**src/rtl/mrrg_pkg.sv**
```systemverilog
// ----------------------------------------------------------------------------
// mrrg_pkg
// shared types and constants of the row-budgeted lehmer random generator
// ----------------------------------------------------------------------------
`default_nettype none

package mrrg_pkg;

    localparam int SKIP_ROW_BITS_DEF = 32;
    localparam int SEED_W            = 31;
    localparam int BUDGET_W          = 10;
    localparam int CFG_ADDR_W        = 1;
    localparam int CFG_DATA_W        = 31;

    localparam logic [SEED_W-1:0]   LEHMER_MUL = 31'd16807;
    localparam logic [SEED_W-1:0]   LEHMER_MOD = 31'h7FFF_FFFF;

    localparam logic [CFG_ADDR_W-1:0] REG_START_SEED    = 1'b0;
    localparam logic [CFG_ADDR_W-1:0] REG_DRAWS_PER_ROW = 1'b1;

    localparam logic [1:0] MODE_NEXT   = 2'd0;
    localparam logic [1:0] MODE_RANGE  = 2'd1;
    localparam logic [1:0] MODE_FINISH = 2'd2;
    localparam logic [1:0] MODE_SKIP   = 2'd3;

    localparam logic [1:0] ST_OK     = 2'd0;
    localparam logic [1:0] ST_BUDGET = 2'd1;
    localparam logic [1:0] ST_ORDER  = 2'd2;

    typedef struct packed {
        logic [1:0]         mode;
        logic signed [31:0] range_low;
        logic signed [31:0] range_high;
        logic [31:0]        rows_to_skip;
    } t_in_item;

    typedef struct packed {
        logic signed [31:0] value;
        logic [1:0]         status;
    } t_out_item;

    typedef enum logic [3:0] {
        OP_NONE,
        OP_MUL_CONST,
        OP_MUL_SEED_M,
        OP_MUL_M_M,
        OP_MUL_SPAN,
        OP_FOLD,
        OP_CORR,
        OP_WR_SEED,
        OP_DRAW_WB,
        OP_WR_M,
        OP_LOAD_LEFT,
        OP_LOAD_ROWS,
        OP_CLR_USED,
        OP_OUT
    } t_dp_op;

    typedef enum logic [1:0] {
        SEL_SEED,
        SEL_RANGE,
        SEL_BUDGET,
        SEL_ORDER
    } t_out_sel;

    typedef struct packed {
        t_dp_op   op;
        t_out_sel sel;
    } t_dp_cmd;

    typedef struct packed {
        logic [1:0] mode;
        logic       order_err;
        logic       budget_err;
        logic       used_nz;
        logic       cnt_zero;
        logic       cnt_bit0;
    } t_dp_stat;

endpackage

`default_nettype wire

```
**src/rtl/minstd_row_random_generator_unit.sv**
```systemverilog
// ----------------------------------------------------------------------------
// minstd_row_random_generator_unit
// lehmer x*16807 mod 2^31-1 generator with a per-row draw budget
// ----------------------------------------------------------------------------
// input channel carries mode, range bounds and row skip count; output channel
// returns value and status, one transfer per input transfer, in order.
// config port: index 0 loads the seed and clears the row count, index 1 sets
// the draws per row; write only while no transfer is in flight.
// finish row and skip rows run square-and-multiply over the jump count, one
// exponent bit per loop pass, sharing a single 31x32 multiplier and a
// three-step mod 2^31-1 folder; a skip handles a jump count of up to 42
// bits, and a partly used row is finished first.
// one item is processed at a time; a new item is taken once the previous one
// has reached the output register, even if the receiver has not taken it.
// when the receiver stalls, a finished item waits in its last step.
// reset: seed 1, draws per row 1, row count 0, no pending output.
// ----------------------------------------------------------------------------
`default_nettype none

module minstd_row_random_generator_unit #(
    parameter int SKIP_ROW_BITS = mrrg_pkg::SKIP_ROW_BITS_DEF
) (
    input  wire logic                              i_clk,
    input  wire logic                              i_rst_n,
    input  wire logic                              i_cfg_we,
    input  wire logic [mrrg_pkg::CFG_ADDR_W-1:0]   i_cfg_addr,
    input  wire logic [mrrg_pkg::CFG_DATA_W-1:0]   i_cfg_wdata,
    input  wire logic                              i_in_valid,
    output logic                                   o_in_ready,
    input  wire mrrg_pkg::t_in_item                i_in_item,
    output logic                                   o_out_valid,
    input  wire logic                              i_out_ready,
    output mrrg_pkg::t_out_item                    o_out_item
);

    mrrg_pkg::t_dp_cmd  cmd;
    mrrg_pkg::t_dp_stat stat;

    mrrg_ctrl u_ctrl (
        .i_clk       (i_clk),
        .i_rst_n     (i_rst_n),
        .i_in_valid  (i_in_valid),
        .o_in_ready  (o_in_ready),
        .o_out_valid (o_out_valid),
        .i_out_ready (i_out_ready),
        .i_stat      (stat),
        .o_cmd       (cmd)
    );

    mrrg_datapath #(
        .SKIP_ROW_BITS (SKIP_ROW_BITS)
    ) u_datapath (
        .i_clk       (i_clk),
        .i_rst_n     (i_rst_n),
        .i_cfg_we    (i_cfg_we),
        .i_cfg_addr  (i_cfg_addr),
        .i_cfg_wdata (i_cfg_wdata),
        .i_in_load   (i_in_valid && o_in_ready),
        .i_in_item   (i_in_item),
        .i_cmd       (cmd),
        .o_stat      (stat),
        .o_out_item  (o_out_item)
    );

endmodule

`default_nettype wire

```
**src/rtl/mrrg_datapath.sv**
```systemverilog
// ----------------------------------------------------------------------------
// mrrg_datapath
// seed, budget and jump registers, shared multiplier and mod 2^31-1 folder
// ----------------------------------------------------------------------------
`default_nettype none

module mrrg_datapath #(
    parameter int SKIP_ROW_BITS = mrrg_pkg::SKIP_ROW_BITS_DEF
) (
    input  wire logic                              i_clk,
    input  wire logic                              i_rst_n,
    input  wire logic                              i_cfg_we,
    input  wire logic [mrrg_pkg::CFG_ADDR_W-1:0]   i_cfg_addr,
    input  wire logic [mrrg_pkg::CFG_DATA_W-1:0]   i_cfg_wdata,
    input  wire logic                              i_in_load,
    input  wire mrrg_pkg::t_in_item                i_in_item,
    input  wire mrrg_pkg::t_dp_cmd                 i_cmd,
    output mrrg_pkg::t_dp_stat                     o_stat,
    output mrrg_pkg::t_out_item                    o_out_item
);

    localparam int CNT_W = mrrg_pkg::BUDGET_W + SKIP_ROW_BITS;

    logic [mrrg_pkg::SEED_W-1:0]   r_seed;
    logic [mrrg_pkg::SEED_W-1:0]   r_m;
    logic [mrrg_pkg::BUDGET_W-1:0] r_dpr;
    logic [mrrg_pkg::BUDGET_W-1:0] r_used;
    logic [CNT_W-1:0]              r_cnt;
    logic [63:0]                   r_x;
    logic [32:0]                   r_q;
    mrrg_pkg::t_in_item            r_item;
    mrrg_pkg::t_out_item           r_out;

    logic [30:0] mul_a;
    logic [31:0] mul_b;
    logic        mul_hi;
    logic [63:0] prod;
    logic [32:0] span;
    logic [63:0] x_fold;
    logic [32:0] q_fold;
    logic [mrrg_pkg::SEED_W-1:0] seed_norm;

    assign span = 33'({r_item.range_high[31], r_item.range_high}
                    - {r_item.range_low[31], r_item.range_low} + 33'd1);

    always_comb begin
        mul_a  = '0;
        mul_b  = '0;
        mul_hi = 1'b0;
        unique case (i_cmd.op)
            mrrg_pkg::OP_MUL_CONST: begin
                mul_a = r_seed;
                mul_b = {1'b0, mrrg_pkg::LEHMER_MUL};
            end
            mrrg_pkg::OP_MUL_SEED_M: begin
                mul_a = r_seed;
                mul_b = {1'b0, r_m};
            end
            mrrg_pkg::OP_MUL_M_M: begin
                mul_a = r_m;
                mul_b = {1'b0, r_m};
            end
            mrrg_pkg::OP_MUL_SPAN: begin
                mul_a  = r_seed;
                mul_b  = span[31:0];
                mul_hi = span[32];
            end
            default: begin
                mul_a = '0;
            end
        endcase
    end

    assign prod = ({33'd0, mul_a} * {32'd0, mul_b})
                + (mul_hi ? {1'b0, r_seed, 32'd0} : 64'd0);

    assign x_fold    = {33'd0, r_x[30:0]} + {31'd0, r_x[63:31]};
    assign q_fold    = r_q + r_x[63:31];
    assign seed_norm = (r_seed == mrrg_pkg::LEHMER_MOD) ? '0 : r_seed;

    always_ff @(posedge i_clk) begin
        if (!i_rst_n) begin
            r_seed <= 31'd1;
            r_dpr  <= 10'd1;
            r_used <= '0;
        end else if (i_cfg_we) begin
            unique case (i_cfg_addr)
                mrrg_pkg::REG_START_SEED: begin
                    r_seed <= i_cfg_wdata;
                    r_used <= '0;
                end
                mrrg_pkg::REG_DRAWS_PER_ROW: begin
                    r_dpr <= i_cfg_wdata[mrrg_pkg::BUDGET_W-1:0];
                end
                default: begin
                    r_dpr <= r_dpr;
                end
            endcase
        end else begin
            unique case (i_cmd.op)
                mrrg_pkg::OP_WR_SEED:   r_seed <= r_x[30:0];
                mrrg_pkg::OP_DRAW_WB: begin
                    r_seed <= r_x[30:0];
                    r_used <= r_used + 10'd1;
                end
                mrrg_pkg::OP_LOAD_LEFT: r_seed <= seed_norm;
                mrrg_pkg::OP_LOAD_ROWS: r_seed <= seed_norm;
                mrrg_pkg::OP_CLR_USED:  r_used <= '0;
                default: begin
                    r_used <= r_used;
                end
            endcase
        end
    end

    always_ff @(posedge i_clk) begin
        if (i_in_load) begin
            r_item <= i_in_item;
        end
        unique case (i_cmd.op)
            mrrg_pkg::OP_MUL_CONST, mrrg_pkg::OP_MUL_SEED_M,
            mrrg_pkg::OP_MUL_M_M, mrrg_pkg::OP_MUL_SPAN: begin
                r_x <= prod;
                r_q <= '0;
            end
            mrrg_pkg::OP_FOLD: begin
                r_x <= x_fold;
                r_q <= q_fold;
            end
            mrrg_pkg::OP_CORR: begin
                if (r_x[30:0] == mrrg_pkg::LEHMER_MOD) begin
                    r_x <= '0;
                    r_q <= r_q + 33'd1;
                end
            end
            mrrg_pkg::OP_WR_M: begin
                r_m   <= r_x[30:0];
                r_cnt <= r_cnt >> 1;
            end
            mrrg_pkg::OP_LOAD_LEFT: begin
                r_m   <= mrrg_pkg::LEHMER_MUL;
                r_cnt <= (r_dpr > r_used) ? CNT_W'(r_dpr - r_used) : '0;
            end
            mrrg_pkg::OP_LOAD_ROWS: begin
                r_m   <= mrrg_pkg::LEHMER_MUL;
                r_cnt <= {{SKIP_ROW_BITS{1'b0}}, r_dpr}
                       * {{mrrg_pkg::BUDGET_W{1'b0}},
                          r_item.rows_to_skip[SKIP_ROW_BITS-1:0]};
            end
            mrrg_pkg::OP_OUT: begin
                unique case (i_cmd.sel)
                    mrrg_pkg::SEL_SEED: begin
                        r_out.value  <= {1'b0, r_seed};
                        r_out.status <= mrrg_pkg::ST_OK;
                    end
                    mrrg_pkg::SEL_RANGE: begin
                        r_out.value  <= r_item.range_low + $signed(r_q[31:0]);
                        r_out.status <= mrrg_pkg::ST_OK;
                    end
                    mrrg_pkg::SEL_BUDGET: begin
                        r_out.value  <= '0;
                        r_out.status <= mrrg_pkg::ST_BUDGET;
                    end
                    mrrg_pkg::SEL_ORDER: begin
                        r_out.value  <= '0;
                        r_out.status <= mrrg_pkg::ST_ORDER;
                    end
                    default: begin
                        r_out.value  <= '0;
                        r_out.status <= mrrg_pkg::ST_OK;
                    end
                endcase
            end
            default: begin
                r_q <= r_q;
            end
        endcase
    end

    always_comb begin
        o_stat.mode       = r_item.mode;
        o_stat.order_err  = (r_item.mode == mrrg_pkg::MODE_RANGE)
                         && ($signed(r_item.range_high) < $signed(r_item.range_low));
        o_stat.budget_err = (r_used >= r_dpr);
        o_stat.used_nz    = (r_used != '0);
        o_stat.cnt_zero   = (r_cnt == '0);
        o_stat.cnt_bit0   = r_cnt[0];
    end

    assign o_out_item = r_out;

endmodule

`default_nettype wire

```
**src/rtl/mrrg_ctrl.sv**
```systemverilog
// ----------------------------------------------------------------------------
// mrrg_ctrl
// sequencer for draws, modular reduction steps and square-and-multiply jumps
// ----------------------------------------------------------------------------
`default_nettype none

module mrrg_ctrl (
    input  wire logic                 i_clk,
    input  wire logic                 i_rst_n,
    input  wire logic                 i_in_valid,
    output logic                      o_in_ready,
    output logic                      o_out_valid,
    input  wire logic                 i_out_ready,
    input  wire mrrg_pkg::t_dp_stat   i_stat,
    output mrrg_pkg::t_dp_cmd         o_cmd
);

    typedef enum logic [3:0] {
        S_IDLE,
        S_DECODE,
        S_FOLD1,
        S_FOLD2,
        S_FOLD3,
        S_CORR,
        S_DRAW_WB,
        S_SPAN,
        S_JUMP,
        S_JSEED,
        S_JSQ,
        S_JM,
        S_ROWS,
        S_FINISH,
        S_OUT
    } t_state;

    t_state             r_state, n_state;
    t_state             r_ret, n_ret;
    t_state             r_after, n_after;
    mrrg_pkg::t_out_sel r_sel, n_sel;
    logic               r_out_valid, n_out_valid;
    logic               slot_free;

    assign slot_free  = !r_out_valid || i_out_ready;
    assign o_in_ready = (r_state == S_IDLE);
    assign o_out_valid = r_out_valid;

    always_comb begin
        n_state     = r_state;
        n_ret       = r_ret;
        n_after     = r_after;
        n_sel       = r_sel;
        n_out_valid = r_out_valid && !i_out_ready;
        o_cmd.op    = mrrg_pkg::OP_NONE;
        o_cmd.sel   = r_sel;
        unique case (r_state)
            S_IDLE: begin
                if (i_in_valid) begin
                    n_state = S_DECODE;
                end
            end
            S_DECODE: begin
                priority if (i_stat.mode == mrrg_pkg::MODE_FINISH) begin
                    o_cmd.op = mrrg_pkg::OP_LOAD_LEFT;
                    n_after  = S_FINISH;
                    n_state  = S_JUMP;
                end else if (i_stat.mode == mrrg_pkg::MODE_SKIP) begin
                    if (i_stat.used_nz) begin
                        o_cmd.op = mrrg_pkg::OP_LOAD_LEFT;
                        n_after  = S_ROWS;
                        n_state  = S_JUMP;
                    end else begin
                        n_state = S_ROWS;
                    end
                end else if (i_stat.order_err) begin
                    n_sel   = mrrg_pkg::SEL_ORDER;
                    n_state = S_OUT;
                end else if (i_stat.budget_err) begin
                    n_sel   = mrrg_pkg::SEL_BUDGET;
                    n_state = S_OUT;
                end else begin
                    o_cmd.op = mrrg_pkg::OP_MUL_CONST;
                    n_ret    = S_DRAW_WB;
                    n_state  = S_FOLD1;
                end
            end
            S_FOLD1: begin
                o_cmd.op = mrrg_pkg::OP_FOLD;
                n_state  = S_FOLD2;
            end
            S_FOLD2: begin
                o_cmd.op = mrrg_pkg::OP_FOLD;
                n_state  = S_FOLD3;
            end
            S_FOLD3: begin
                o_cmd.op = mrrg_pkg::OP_FOLD;
                n_state  = S_CORR;
            end
            S_CORR: begin
                o_cmd.op = mrrg_pkg::OP_CORR;
                n_state  = r_ret;
            end
            S_DRAW_WB: begin
                o_cmd.op = mrrg_pkg::OP_DRAW_WB;
                if (i_stat.mode == mrrg_pkg::MODE_NEXT) begin
                    n_sel   = mrrg_pkg::SEL_SEED;
                    n_state = S_OUT;
                end else begin
                    n_state = S_SPAN;
                end
            end
            S_SPAN: begin
                o_cmd.op = mrrg_pkg::OP_MUL_SPAN;
                n_sel    = mrrg_pkg::SEL_RANGE;
                n_ret    = S_OUT;
                n_state  = S_FOLD1;
            end
            S_JUMP: begin
                priority if (i_stat.cnt_zero) begin
                    n_state = r_after;
                end else if (i_stat.cnt_bit0) begin
                    o_cmd.op = mrrg_pkg::OP_MUL_SEED_M;
                    n_ret    = S_JSEED;
                    n_state  = S_FOLD1;
                end else begin
                    o_cmd.op = mrrg_pkg::OP_MUL_M_M;
                    n_ret    = S_JM;
                    n_state  = S_FOLD1;
                end
            end
            S_JSEED: begin
                o_cmd.op = mrrg_pkg::OP_WR_SEED;
                n_state  = S_JSQ;
            end
            S_JSQ: begin
                o_cmd.op = mrrg_pkg::OP_MUL_M_M;
                n_ret    = S_JM;
                n_state  = S_FOLD1;
            end
            S_JM: begin
                o_cmd.op = mrrg_pkg::OP_WR_M;
                n_state  = S_JUMP;
            end
            S_ROWS: begin
                o_cmd.op = mrrg_pkg::OP_LOAD_ROWS;
                n_after  = S_FINISH;
                n_state  = S_JUMP;
            end
            S_FINISH: begin
                o_cmd.op = mrrg_pkg::OP_CLR_USED;
                n_sel    = mrrg_pkg::SEL_SEED;
                n_state  = S_OUT;
            end
            S_OUT: begin
                if (slot_free) begin
                    o_cmd.op    = mrrg_pkg::OP_OUT;
                    n_out_valid = 1'b1;
                    n_state     = S_IDLE;
                end
            end
            default: begin
                n_state = S_IDLE;
            end
        endcase
    end

    always_ff @(posedge i_clk) begin
        if (!i_rst_n) begin
            r_state     <= S_IDLE;
            r_ret       <= S_IDLE;
            r_after     <= S_IDLE;
            r_sel       <= mrrg_pkg::SEL_SEED;
            r_out_valid <= 1'b0;
        end else begin
            r_state     <= n_state;
            r_ret       <= n_ret;
            r_after     <= n_after;
            r_sel       <= n_sel;
            r_out_valid <= n_out_valid;
        end
    end

    a_accept_decode: assert property (@(posedge i_clk) disable iff (!i_rst_n)
        (i_in_valid && o_in_ready) |=> (r_state == S_DECODE))
        else $error("accepted transfer not decoded");

    a_out_hold: assert property (@(posedge i_clk) disable iff (!i_rst_n)
        (r_state == S_OUT && r_out_valid && !i_out_ready) |=> (r_state == S_OUT))
        else $error("result overwrote a pending transfer");

    a_jump_loop: assert property (@(posedge i_clk) disable iff (!i_rst_n)
        (r_state == S_JM) |=> (r_state == S_JUMP))
        else $error("jump loop left after square step");

endmodule

`default_nettype wire

```
**config.mk**
```make
export PLATFORM = sky130hd
export DESIGN_NAME = minstd_row_random_generator_unit
export DESIGN_NICKNAME = d
export VERILOG_FILES = /design/src/rtl/mrrg_pkg.sv /design/src/rtl/minstd_row_random_generator_unit.sv /design/src/rtl/mrrg_datapath.sv /design/src/rtl/mrrg_ctrl.sv
export SDC_FILE = /design/constraint.sdc
export NUM_CORES = 2
export LEC_CHECK = 0
export BUFFER_PORTS_ARGS = -buffer_cell sky130_fd_sc_hd__buf_2
export CORE_UTILIZATION = 40
export DETAILED_ROUTE_END_ITERATION = 8
export PLACE_DENSITY = 0.64
export SLEW_MARGIN = 20
export SYNTH_ARGS = -nofsm -noshare
export SYNTH_HDL_FRONTEND = slang
export SYNTH_HIERARCHICAL = 1
export SYNTH_SLANG_ARGS = --single-unit
```
**constraint.sdc**
```tcl
create_clock -name i_clk -period 36.1 [get_ports i_clk]
set_clock_uncertainty 0.05 [all_clocks]
set_input_delay 1.805 -clock i_clk [delete_from_list [all_inputs] [get_ports i_clk]]
set_output_delay 1.805 -clock i_clk [all_outputs]
set_load 0.05 [all_outputs]
```
==> flow_metrics.tcl <==
set metrics [dict create \
    outcome "finished, final reports clean" \
    async_reset_ff_frac 0 \
    reg2reg_from "u_datapath/r_dpr[0]" \
    cp_data_required_time_ns 36.41 \
    post-dp-hpwl_um 177000 \
    drcViolationCount 0 \
    dpl_cell_area_sq_mm 0.0691 \
    fmax_mhz 71.9 \
    ant_nets 0 \
    final_core_util 0.433 \
    ios 171 \
    cts-root-buf "clkbuf_16" \
    cp_max_fo 60 \
    synthCells 7224 \
    setup_viol 0 \
    core_area_sq_mm 0.163 \
    synth-compound-area-share 0.106 \
    synth_edf_count 301 \
    area_delta_synth_final_pct 7.23 \
    hold_path_class "register to register" \
    grt_max_degree 67 \
    cts_made_buffers 40 \
    initial_core_util 0.403 \
    drive_above_1_share 0.0668 \
    syn_avg_cell_area_sq_um 9.10 \
    dr.pass1.iters 6 \
    cpPeakStageDelay_ns 0.97 \
    finalSetupTns_ns 0 \
    ys.flop_type "edfxtp_1" \
    r2r_end "u_datapath/r_x[61]" \
    slew_viol_final 0 \
    hold_end "u_ctrl/r_after[2]" \
    clk_latency_ns 0.61 \
    fin_nets 9025 \
    final_cell_mix "1,316 x inv_1, 1,156 x fa_1, 827 x nand2_1" \
    io_buffers 170 \
    tightest_slew_ns 1.21 \
    gp_congestion 1.01 \
    min_from "u_ctrl/r_after[2]" \
    antenna_found_initial 36 \
    critPathArrivalTime_ns 14.23 \
    row_count 148 \
    grt_setup_unrepaired "false" \
    regToRegSetupSlack_ns 22.18 \
    post-route-period-util 0.386 \
    post_cts_resized 0 \
    yosys.area_share.simple 0.150 \
    wire_per_inst_um 23.4 \
    vias 52600 \
    grt_usage 0.268 \
    slowest_stage "a22o_1" \
    yosysWarnings 6 \
    vdd_drop_max_mv 0.104 \
    criticalPathCategory "register to register" \
    p_per_area_mw_per_mm2 78.2 \
    cts_hold_buf 0 \
    synth_xor_area_frac 0.0284 \
    clock_path_buffers 3 \
    synth_top_family_by_area "adder cells" \
    synth_seq_area_share 0.157 \
    rr_worst_depth 44 \
    cts_tree "built" \
    synth_adder_area_share 0.451 \
    maxCapViolCount 0 \
    final_common_cell "inv_1" \
    yosys_register_bits 365 \
    die_h_um 407 \
    syn_nets 9033 \
    synth_mux_area_frac 0.0111 \
    die_area_sq_mm 0.166 \
    drtIter0Drc 4600 \
    grt_pass1_wl_um 338000 \
    fin_crit_ns 13.92 \
    end_kind "register" \
    first_global_vias 54100 \
    h-tree-depth 2 \
    wl_um 221000 \
    p_leak_nw 33.6 \
    whs_path_depth 1 \
    hold_violations 0 \
    die_x_um 407 \
    overflow 0 \
    ys_types 101 \
    final_area_sq_mm 0.0705 \
    syn_area_sq_mm 0.0658 \
    vias_per_cell 5.57 \
    cts_setup_buffers 0 \
    max_slew_margin 0.193 \
    cp-start-kind "register" \
    clkTransAtPathRegs_ns 0.07 \
    cpMostUsedCell "fa_1" \
    cts_sinks 365 \
]
## critical path, delay by kind of cell (launching register included)
kind / cells / cell delay, ns
AOI/OAI and AO/OA: 18 / 5.24
adders and majority gates: 10 / 4.64
and+or+nand+nor: 8 / 1.46
buffers and inverters: 8 / 1.27
DFF: 1 / 0.94
## cells in the mapped netlist, types with 13 or more instances
cell type  number  area [sq um]
a21oi_1       235          1180
mux2_2         24           270
a22oi_1        42           315
a21o_1        136          1020
buf_2          23           115
nor2_1        769          2890
o22ai_1        27           169
xor2_1         87           762
dfxtp_1        64          1280
nand4_1        62           388
ha_1          518          6480
a211oi_1       30           225
nor4_1         23           144
buf_1          13          48.8
a22o_1         50           438
and2_1        174          1090
a221o_1        33           330
clkbuf_1      299          1120
o21bai_1       44           330
xnor2_1       126          1100
nor3_1         50           250
nand2b_1       38           238
nand3_1        77           385
a31oi_1        33           206
o21ai_0       151           756
buf_4          13          97.6
o21a_1         48           360
mux2i_1        46           460
nor2b_1        96           601
o211ai_1       18           135
a21boi_0       18           135
and3_1         36           225
inv_1        1316          4940
or3_1          16           100
edfxtp_1      301          9040
fa_1         1156         23100
nand2_1       830          3120
## sequential cells by signal (all words and copies together) (netlist names), 2 cells and up
signal,cells
u_ctrl/r_after,2
u_ctrl/r_ret,4
u_ctrl/r_sel,2
u_ctrl/r_state,4
u_datapath/o_out_item,34
u_datapath/o_stat,2
u_datapath/r_cnt,42
u_datapath/r_dpr,10
u_datapath/r_item,96
u_datapath/r_m,31
u_datapath/r_q,32
u_datapath/r_seed,31
u_datapath/r_used,10
u_datapath/r_x,64
## through the flow
| stage | worst slack [ns] | total power [mW] | hold WS (ns) | cells |
|---|---|---|---|---|
| 2_1_floorplan | 24.70 | 3.42 | 0.382 | 7224 |
| 3_3_place_gp | 22.50 | 4.94 | 0.395 | 9344 |
| 3_5_place_dp | 22.27 | 4.95 | 0.413 | 9347 |
| 4_1_cts | 22.16 | 5.44 | 0.424 | 9421 |
| 5_1_grt | 21.15 | 5.89 | 0.450 | 9432 |
| 6_report | 22.18 | 5.52 | 0.423 | 9443 |
## report_power, final
group | total (mW) | switching [mW] | internal, mW
clock network | 0.429 | 0.195 | 0.234
logic | 4.26 | 2.90 | 1.36
registers | 0.830 | 0.171 | 0.659
total | 5.52 | 3.27 | 2.25
## cells by family after synthesis
kind of cell | count (synthesis)
AOI/OAI and AO/OA | 1006
adders and majority gates | 1674
buffers and inverters | 1672
DFF | 365
muxes | 70
xor gates and xnor gates | 213
and+or+nand+nor | 2224
## metal layers
metal  vias to the layer above  part of all wire  GRT usage
met3                       456              0.10     0.0614
met2                      2429              0.43      0.409
met5                         -           0.00034          0
met4                        12             0.045      0.102
met1                     26700              0.42      0.369
li1                      22900                 -          -
## how the worst max path moves through the flow
stage          cells past startpoint  slack, ns                  to                  start
3_3_place_gp                      40      22.50  u_datapath/r_x[61]  u_datapath/r_item[94]
6_report                          44      22.18  u_datapath/r_x[61]    u_datapath/r_dpr[0]
3_5_place_dp                      44      22.27  u_datapath/r_x[61]    u_datapath/r_dpr[0]
4_1_cts                           44      22.16  u_datapath/r_x[61]    u_datapath/r_dpr[0]
5_1_grt                           44      21.15  u_datapath/r_x[61]    u_datapath/r_dpr[0]
2_1_floorplan                     17      24.70   u_datapath/r_q[0]   u_datapath/r_used[1]
## cell type report
type | count | area, sq um
antenna | 20 | 50.0
clock buffer | 50 | 1130
clock inverter | 24 | 184
fill | 16000 | 92400
inverter | 1318 | 4950
multi-input combinational | 5187 | 49300
sequential | 365 | 10300
tap | 2175 | 2720
timing repair buffer | 304 | 1880
Power figures use the tool's default switching activity.
